$ cat config.mk
export PLATFORM = sky130hd
export DESIGN_NAME = tlv_message_byte_parser_core_flat
export DESIGN_NICKNAME = d
export VERILOG_FILES = /design/src/hw/rtl/tlvp_pkg.sv /design/src/hw/rtl/tlvp_if.sv /design/src/hw/rtl/tlvp_classifier.sv /design/src/hw/rtl/tlvp_out_reg.sv /design/src/hw/rtl/tlv_message_byte_parser_core.sv /design/src/flat_wrapper.sv
export SDC_FILE = /design/constraint.sdc
export NUM_CORES = 1
export LEC_CHECK = 0
export ABC_AREA = 1
export BUFFER_PORTS_ARGS = -buffer_cell sky130_fd_sc_hd__buf_2
export CAP_MARGIN = 10
export CORE_UTILIZATION = 25
export CTS_CLUSTER_DIAMETER = 40
export DETAILED_ROUTE_END_ITERATION = 7
export SLEW_MARGIN = 10
export SYNTH_ARGS = -nofsm -noshare
export SYNTH_HDL_FRONTEND = slang
export SYNTH_SLANG_ARGS = --single-unit
$ cat constraint.sdc
create_clock -name clk_i -period 2.45 [get_ports clk_i]
set_clock_uncertainty 0.1 [all_clocks]
set_input_delay 0.245 -clock clk_i [delete_from_list [all_inputs] [get_ports clk_i]]
set_output_delay 0.245 -clock clk_i [all_outputs]
set_load 0.02 [all_outputs]
$ cat src/hw/rtl/tlvp_pkg.sv
// Package with the constants, codes and result type of the TLV byte parser.
`timescale 1ns / 1ps

package tlvp_pkg;

  localparam int unsigned MaxTlvs     = 8;
  localparam int unsigned MaxValueLen = 16;
  localparam int unsigned NodeTypeShift = 5;

  localparam int unsigned ByteW  = 8;
  localparam int unsigned KindW  = 3;
  localparam int unsigned TidxW  = 3;
  localparam int unsigned VidxW  = 4;
  localparam int unsigned NtypeW = ByteW - NodeTypeShift;

  // Counter widths follow from the bounds so that the bound itself fits.
  localparam int unsigned TlvsLeftW = $clog2(MaxTlvs + 1);
  localparam int unsigned ValLeftW  = $clog2(MaxValueLen + 1);

  localparam logic [KindW-1:0] KindPrefix = 3'd0;
  localparam logic [KindW-1:0] KindNode   = 3'd1;
  localparam logic [KindW-1:0] KindCount  = 3'd2;
  localparam logic [KindW-1:0] KindTag    = 3'd3;
  localparam logic [KindW-1:0] KindLength = 3'd4;
  localparam logic [KindW-1:0] KindValue  = 3'd5;

  typedef struct packed {
    logic [KindW-1:0]  field_kind;
    logic [ByteW-1:0]  byte_out;
    logic [TidxW-1:0]  tlv_index;
    logic [VidxW-1:0]  value_index;
    logic [NtypeW-1:0] node_type;
    logic              message_end;
    logic              size_error;
  } result_t;

endpackage

$ cat src/hw/rtl/tlvp_if.sv
// Handshake interfaces for the byte input and the classified result output.
`timescale 1ns / 1ps

interface tlvp_in_if;
  logic                      valid;
  logic                      ready;
  logic [tlvp_pkg::ByteW-1:0] data_byte;

  modport source (output valid, output data_byte, input ready);
  modport sink (input valid, input data_byte, output ready);
endinterface

interface tlvp_out_if;
  logic                       valid;
  logic                       ready;
  logic [tlvp_pkg::KindW-1:0]  field_kind;
  logic [tlvp_pkg::ByteW-1:0]  byte_out;
  logic [tlvp_pkg::TidxW-1:0]  tlv_index;
  logic [tlvp_pkg::VidxW-1:0]  value_index;
  logic [tlvp_pkg::NtypeW-1:0] node_type;
  logic                        message_end;
  logic                        size_error;

  modport source (output valid, output field_kind, output byte_out, output tlv_index,
                  output value_index, output node_type, output message_end,
                  output size_error, input ready);
  modport sink (input valid, input field_kind, input byte_out, input tlv_index,
                input value_index, input node_type, input message_end,
                input size_error, output ready);
endinterface

$ cat src/hw/rtl/tlvp_classifier.sv
// Parse state registers and the per-byte classification logic.
`timescale 1ns / 1ps

module tlvp_classifier (
  input  logic                       clk_i,
  input  logic                       rst_ni,
  input  logic                       accept_i,
  input  logic [tlvp_pkg::ByteW-1:0] data_byte_i,
  output tlvp_pkg::result_t          result_o
);
  import tlvp_pkg::*;

  typedef enum logic [2:0] {
    PhPrefix = 3'd0,
    PhNode   = 3'd1,
    PhCount  = 3'd2,
    PhTag    = 3'd3,
    PhLen    = 3'd4,
    PhValue  = 3'd5
  } phase_e;

  localparam logic [ByteW:0] CountLimit = (ByteW + 1)'(MaxTlvs);
  localparam logic [ByteW:0] LenLimit   = (ByteW + 1)'(MaxValueLen);

  phase_e               phase_q, phase_d;
  logic [TlvsLeftW-1:0] tlvs_left_q, tlvs_left_d;
  logic [ValLeftW-1:0]  val_left_q, val_left_d;
  logic [TidxW-1:0]     cur_tlv_q, cur_tlv_d;
  logic [VidxW-1:0]     val_pos_q, val_pos_d;

  logic [TlvsLeftW-1:0] tlvs_dec;
  logic [ValLeftW-1:0]  val_dec;
  logic                 last_tlv;

  // Closing a TLV never lets the counter wrap below zero.
  assign tlvs_dec = (tlvs_left_q != '0) ? tlvs_left_q - TlvsLeftW'(1) : tlvs_left_q;
  assign val_dec  = (val_left_q != '0) ? val_left_q - ValLeftW'(1) : val_left_q;
  assign last_tlv = (tlvs_dec == '0);

  always_comb begin
    phase_d     = phase_q;
    tlvs_left_d = tlvs_left_q;
    val_left_d  = val_left_q;
    cur_tlv_d   = cur_tlv_q;
    val_pos_d   = val_pos_q;
    result_o    = '0;
    result_o.byte_out = data_byte_i;

    unique case (phase_q)
      PhNode: begin
        result_o.field_kind = KindNode;
        result_o.node_type  = data_byte_i[ByteW-1:NodeTypeShift];
        phase_d = PhCount;
      end
      PhCount: begin
        result_o.field_kind = KindCount;
        if ({1'b0, data_byte_i} > CountLimit) begin
          result_o.size_error  = 1'b1;
          result_o.message_end = 1'b1;
          phase_d = PhPrefix;
        end else if (data_byte_i == '0) begin
          result_o.message_end = 1'b1;
          phase_d = PhPrefix;
        end else begin
          tlvs_left_d = data_byte_i[TlvsLeftW-1:0];
          cur_tlv_d   = '0;
          phase_d     = PhTag;
        end
      end
      PhTag: begin
        result_o.field_kind = KindTag;
        result_o.tlv_index  = cur_tlv_q;
        phase_d = PhLen;
      end
      PhLen: begin
        result_o.field_kind = KindLength;
        result_o.tlv_index  = cur_tlv_q;
        if ({1'b0, data_byte_i} > LenLimit) begin
          result_o.size_error  = 1'b1;
          result_o.message_end = 1'b1;
          phase_d = PhPrefix;
        end else if (data_byte_i == '0) begin
          // An empty value closes its TLV right on the length byte.
          tlvs_left_d = tlvs_dec;
          result_o.message_end = last_tlv;
          if (last_tlv) begin
            phase_d = PhPrefix;
          end else begin
            cur_tlv_d = cur_tlv_q + TidxW'(1);
            phase_d   = PhTag;
          end
        end else begin
          val_left_d = data_byte_i[ValLeftW-1:0];
          val_pos_d  = '0;
          phase_d    = PhValue;
        end
      end
      PhValue: begin
        result_o.field_kind  = KindValue;
        result_o.tlv_index   = cur_tlv_q;
        result_o.value_index = val_pos_q;
        val_pos_d  = val_pos_q + VidxW'(1);
        val_left_d = val_dec;
        if (val_dec == '0) begin
          tlvs_left_d = tlvs_dec;
          result_o.message_end = last_tlv;
          if (last_tlv) begin
            phase_d = PhPrefix;
          end else begin
            cur_tlv_d = cur_tlv_q + TidxW'(1);
            phase_d   = PhTag;
          end
        end
      end
      default: begin
        // Prefix byte, taken whatever its value; unused codes behave the same.
        result_o.field_kind = KindPrefix;
        phase_d = PhNode;
      end
    endcase
  end

  always_ff @(posedge clk_i or negedge rst_ni) begin
    if (!rst_ni) begin
      phase_q     <= PhPrefix;
      tlvs_left_q <= '0;
      val_left_q  <= '0;
      cur_tlv_q   <= '0;
      val_pos_q   <= '0;
    end else if (accept_i) begin
      phase_q     <= phase_d;
      tlvs_left_q <= tlvs_left_d;
      val_left_q  <= val_left_d;
      cur_tlv_q   <= cur_tlv_d;
      val_pos_q   <= val_pos_d;
    end
  end

endmodule

$ cat src/hw/rtl/tlvp_out_reg.sv
// Result register that holds one classified item until the receiver takes it.
`timescale 1ns / 1ps

module tlvp_out_reg (
  input  logic              clk_i,
  input  logic              rst_ni,
  input  logic              load_i,
  input  tlvp_pkg::result_t result_i,
  input  logic              take_i,
  output logic              valid_o,
  output logic              free_o,
  output tlvp_pkg::result_t result_o
);
  import tlvp_pkg::*;

  logic    valid_q;
  result_t data_q;

  // The slot is free when empty or when its item leaves in this cycle.
  assign free_o   = !valid_q || take_i;
  assign valid_o  = valid_q;
  assign result_o = data_q;

  always_ff @(posedge clk_i or negedge rst_ni) begin
    if (!rst_ni) begin
      valid_q <= 1'b0;
    end else if (load_i) begin
      valid_q <= 1'b1;
    end else if (take_i) begin
      valid_q <= 1'b0;
    end
  end

  always_ff @(posedge clk_i) begin
    if (load_i) begin
      data_q <= result_i;
    end
  end

endmodule

$ cat src/hw/rtl/tlv_message_byte_parser_core.sv
// Top level of the TLV message byte parser.
`timescale 1ns / 1ps
//
// The block classifies a stream of message bytes, one item per byte. A message
// is a prefix byte, a node-id byte and a TLV count, then per TLV a tag byte, a
// length byte and that many value bytes. Each byte on in_i yields exactly one
// item on out_o with its kind, the byte itself, TLV and value positions, the
// node type on the node-id byte, and end-of-message and size-error flags.
// A count or length above its bound raises the error and ends the message.
// An item accepted at an edge is registered and is on out_o after that edge.
// Throughput is one item per cycle while out_o does not stall, set by the
// parse-state registers, which update on each accepted byte, and the result
// register behind them. When out_o stalls, the held item stays and in_i.ready
// falls until it is taken; a new byte is accepted in the same cycle the held
// item leaves. Reset empties the result register and returns the parser to
// expect a prefix byte with all counters cleared.
//
module tlv_message_byte_parser_core (
  input logic    clk_i,
  input logic    rst_ni,
  tlvp_in_if.sink    in_i,
  tlvp_out_if.source out_o
);
  import tlvp_pkg::*;

  logic    accept;
  logic    free;
  result_t cls_result;
  result_t held_result;

  assign in_i.ready = free;
  assign accept     = in_i.valid && free;

  tlvp_classifier u_classifier (
    .clk_i       (clk_i),
    .rst_ni      (rst_ni),
    .accept_i    (accept),
    .data_byte_i (in_i.data_byte),
    .result_o    (cls_result)
  );

  tlvp_out_reg u_out_reg (
    .clk_i    (clk_i),
    .rst_ni   (rst_ni),
    .load_i   (accept),
    .result_i (cls_result),
    .take_i   (out_o.ready),
    .valid_o  (out_o.valid),
    .free_o   (free),
    .result_o (held_result)
  );

  assign out_o.field_kind  = held_result.field_kind;
  assign out_o.byte_out    = held_result.byte_out;
  assign out_o.tlv_index   = held_result.tlv_index;
  assign out_o.value_index = held_result.value_index;
  assign out_o.node_type   = held_result.node_type;
  assign out_o.message_end = held_result.message_end;
  assign out_o.size_error  = held_result.size_error;

endmodule

$ cat src/flat_wrapper.sv
// flat-port wrapper written by rule: the top's interface ports become plain ports
module tlv_message_byte_parser_core_flat import tlvp_pkg::*;
  (clk_i, rst_ni, in_i_valid, in_i_data_byte, in_i_ready, out_o_valid, out_o_field_kind, out_o_byte_out, out_o_tlv_index, out_o_value_index, out_o_node_type, out_o_message_end, out_o_size_error, out_o_ready);
  tlvp_in_if in_i_i ();
  tlvp_out_if out_o_i ();
  input logic clk_i;
  input logic rst_ni;
  input wire logic [$bits(in_i_i.valid)-1:0] in_i_valid;
  input wire logic [$bits(in_i_i.data_byte)-1:0] in_i_data_byte;
  output wire logic [$bits(in_i_i.ready)-1:0] in_i_ready;
  output wire logic [$bits(out_o_i.valid)-1:0] out_o_valid;
  output wire logic [$bits(out_o_i.field_kind)-1:0] out_o_field_kind;
  output wire logic [$bits(out_o_i.byte_out)-1:0] out_o_byte_out;
  output wire logic [$bits(out_o_i.tlv_index)-1:0] out_o_tlv_index;
  output wire logic [$bits(out_o_i.value_index)-1:0] out_o_value_index;
  output wire logic [$bits(out_o_i.node_type)-1:0] out_o_node_type;
  output wire logic [$bits(out_o_i.message_end)-1:0] out_o_message_end;
  output wire logic [$bits(out_o_i.size_error)-1:0] out_o_size_error;
  input wire logic [$bits(out_o_i.ready)-1:0] out_o_ready;
  assign in_i_i.valid = in_i_valid;
  assign in_i_i.data_byte = in_i_data_byte;
  assign in_i_ready = in_i_i.ready;
  assign out_o_valid = out_o_i.valid;
  assign out_o_field_kind = out_o_i.field_kind;
  assign out_o_byte_out = out_o_i.byte_out;
  assign out_o_tlv_index = out_o_i.tlv_index;
  assign out_o_value_index = out_o_i.value_index;
  assign out_o_node_type = out_o_i.node_type;
  assign out_o_message_end = out_o_i.message_end;
  assign out_o_size_error = out_o_i.size_error;
  assign out_o_i.ready = out_o_ready;
  tlv_message_byte_parser_core u_core (.clk_i(clk_i), .rst_ni(rst_ni), .in_i(in_i_i), .out_o(out_o_i));
endmodule
==> impl_metrics.ini <==
[detailed_routing]
detail-route-antenna-nets = 0
vias_per_cell = 4.338
vias = 1835
firstDrtPassIters = 8
first_iter_violations = 88
wl_per_cell_um = 11.52
drc = 5
wl_mm = 4.875

[sta]
period_share_pct = 86.70
setup_viol = 0
fmax_mhz = 470.8
drv_slew = 0
final_hold_viol_count = 0
period_minus_slack_ps = 2124
rsz0062_at_grt = no
totalNegativeSetupSlack_ps = 0
max_slew_margin_pct = 67.03
worst_slew_pin_slew_ps = 494.6

[synth]
ys_ff_latch = 43
synth-async-reset-ratio_pct = 46.51
syn_area_mm2 = 0.002315
yosysTopAreaCell = edfxtp_1
synthTopCellsByArea = edfxtp_1 (30%), dfrtp_1 (22%), nand2_1 (13%)
seq_area_frac_synth_pct = 51.46
synth_edf_count = 23
syn_nets = 286
synth_cell_types = 30
yosys-top-cells-count = nand2_1 (78), inv_1 (35), nor2_1 (31)
yosys.area.top_type_share_pct = 29.84
synth_flop_cell = edfxtp_1
synth_area_per_cell_um2 = 8.573
synth_warnings = 0
synth_most_common_cell = nand2_1
synthCells = 270

[die]
row_count = 34
start_util_pct = 26.16
die_h_um = 98.23
die_w_um = 98.23
dieArea_mm2 = 0.009648
core-area_mm2 = 0.008848
io_pins = 37

[finish]
nets = 330
antennaDiodeCount = 0
layoutNonFillerInstCount = 423
regArea_mm2 = 0.001191
drive_above_1_share_pct = 21.59
fillerInstances = 926
multiInputGateArea_um2 = 950.9
synthToLayoutAreaGrowth_pct = 18.97

[clock_tree]
cts-buffers-inserted = 5
cts_root_buf = clkbuf_8
cts.reportedPaths.clkPinSlew_ps = 90
clk_path_buf_depth = 2
tritoncts = done
postCtsSetupBuffers = 0
clock_latency_ps = 310
cts_resized = 0
cts_max_level = 2
clock-sinks = 43

[min_path]
hold_depth = 1
hold_path_class = in2reg
whs_endpoint = u_core.u_out_reg.result_o[19]$_DFFE_PP_
hold_path.startpoint = in_i_data_byte[7]

[pwr]
cellPowerDensity_mw_per_mm2 = 1057
p_switching_w = 0.001237
seq_power_share_pct = 38.9
leakage_nw = 1.300
p_sw_share_pct = 42.48
p_int_w = 0.001675
peakVddDrop_uv = 248.2
power_frac_comb_pct = 41.8
p_clk_share_pct = 19.4

[critical_path]
r2r-start = u_core.u_classifier.tlvs_left_q[0]$_DFFE_PN0P_
crit_top_cell = nand2_1
cpPeakStageDelay_ps = 400
required_ps = 2590
timing.rr.end = u_core.u_classifier.cur_tlv_q[2]$_DFFE_PN0P_
r2r_slack_ps = 330
startpoint_type = flop
arrival_ps = 2260
reg2regPathDepth = 10
crit_chain = inv_1 -> ha_1 -> nand2_1 -> o21ai_0 -> nand2_1 -> nor2_1 -> nand2_1 -> nand4_2 -> nand2_1 -> nand2_1
cp_max_fo = 5
path_class = reg2reg
slowest_stage = dfrtp_1
endpoint_kind = flop

[place]
place_congestion = 0.7804
portBuffers = 36
dp.cells = 414
dp.final_hpwl_mm = 3.684

[global_route]
grt_first_pass_wirelength_mm = 8.687
grt_max_degree = 21
antenna_found_initial = 0
grt_remaining_overflow = 0
grt_pass1_vias = 1837
grt_use_total_pct = 11.40

[run_status]
violations = design-rule violations
outcome = finished with violations

[job]
cap_violations = 0
-- cell families (layout without fill, tap and decap cells) --
| family | count (synthesis) | count (layout) | synth area share, % |
|---|---|---|---|
| simple gates | 148 | 148 | 29.62 |
| flops | 43 | 43 | 51.46 |
| buf+inv | 43 | 88 | 7.459 |
| compound gates | 29 | 29 | 8.163 |
| fa+ha+maj | 4 | 4 | 2.162 |
| xor+xnor | 3 | 3 | 1.135 |
-- layout by cell type (no fill, tap or decap), drive strengths merged, types with 5 or more instances in the layout --
cell type  count
a21oi          6
buf           39
clkbuf         5
dfrtp         20
edfxtp        23
inv           39
nand2         82
nand3         20
nand4          8
nor2          33
nor3           5
o21ai         17
-- per-stage QoR --
stage          hold slack [ps]  area [um2]  total power, W  util [%]  setup WS, ps
3_5_place_dp             148.6        2631        0.002370     29.74         357.2
5_1_grt                  37.51        2754        0.003207     31.12         15.38
3_3_place_gp             137.1        2631        0.002336     29.74         423.4
2_1_floorplan           -150.6        2315        0.002086         -         188.1
4_1_cts                  37.28        2754        0.002947     31.12         327.4
6_report                 47.77        2754        0.002912     31.12         325.9
-- power groups by stage --
stage          clock network, W  logic (W)  registers, W
2_1_floorplan                 0   0.000899       0.00119
3_3_place_gp                  0    0.00119       0.00114
3_5_place_dp                  0    0.00122       0.00115
4_1_cts                0.000585    0.00123       0.00113
5_1_grt                0.000620    0.00142       0.00117
6_report               0.000564    0.00122       0.00113
-- what timing repair did --
| item | in CTS | in global routing |
|---|---|---|
| hold buffers | 1 | 0 |
| hold endpoints to repair | 20 | 0 |
| endpoints found under the setup margin | 0 | 0 |
-- metal layers --
| layer | global-route usage, % | vias up | part of all wire [%] |
|---|---|---|---|
| li1 | - | 961 | - |
| met1 | 14.51 | 832 | 48 |
| met2 | 19.18 | 36 | 46 |
| met3 | 2.720 | 6 | 4.4 |
| met4 | 3.444 | 0 | 1.4 |
| met5 | 0 | - | 0 |
-- worst max path at each step --
stage,from,endpoint,slack [ps],depth (start not counted)
global route,u_core.u_classifier.tlvs_left_q[0]$_DFFE_PN0P_,u_core.u_classifier.cur_tlv_q[2]$_DFFE_PN0P_,20,10
floorplan,u_core.u_out_reg.valid_o$_DFFE_PN0P_,u_core.u_classifier.val_left_q[1]$_DFFE_PN0P_,190,7
finish,u_core.u_classifier.tlvs_left_q[0]$_DFFE_PN0P_,u_core.u_classifier.cur_tlv_q[2]$_DFFE_PN0P_,330,10
detailed placement,u_core.u_classifier.val_left_q[0]$_DFFE_PN0P_,u_core.u_classifier.phase_q[2]$_DFFE_PN0P_,360,11
CTS,u_core.u_classifier.val_left_q[0]$_DFFE_PN0P_,u_core.u_classifier.phase_q[2]$_DFFE_PN0P_,330,11
global placement,u_core.u_classifier.val_left_q[0]$_DFFE_PN0P_,u_core.u_classifier.tlvs_left_q[0]$_DFFE_PN0P_,420,11
-- layout make-up --
| type | instances | share of cell area, % |
|---|---|---|
| tap | 108 | 4.907 |
| timing repair buffer | 40 | 7.724 |
| clock buffer | 5 | 2.499 |
| sequential | 43 | 43.25 |
| clock inverter | 3 | 1.590 |
| multi-input combinational | 184 | 34.53 |
| inverter | 40 | 5.497 |
-- worst max-delay path: cells and delay by family (launching register included) --
kind                       cells  cell delay, ps
and+or+nand+nor                7            1010
AOI/OAI and AO/OA              1             220
buffers and inverters          1             100
DFF                            1             400
adders and majority gates      1             220
-- registers in the layout, indices dropped and copies added (netlist names) --
name                             cells
u_core.u_classifier.cur_tlv_q        3
u_core.u_classifier.val_left_q       5
u_core.u_out_reg.valid_o             1
u_core.u_out_reg.result_o           23
u_core.u_classifier.val_pos_q        4
u_core.u_classifier.tlvs_left_q      4
u_core.u_classifier.phase_q          3
(Power assumes the default switching activity.)
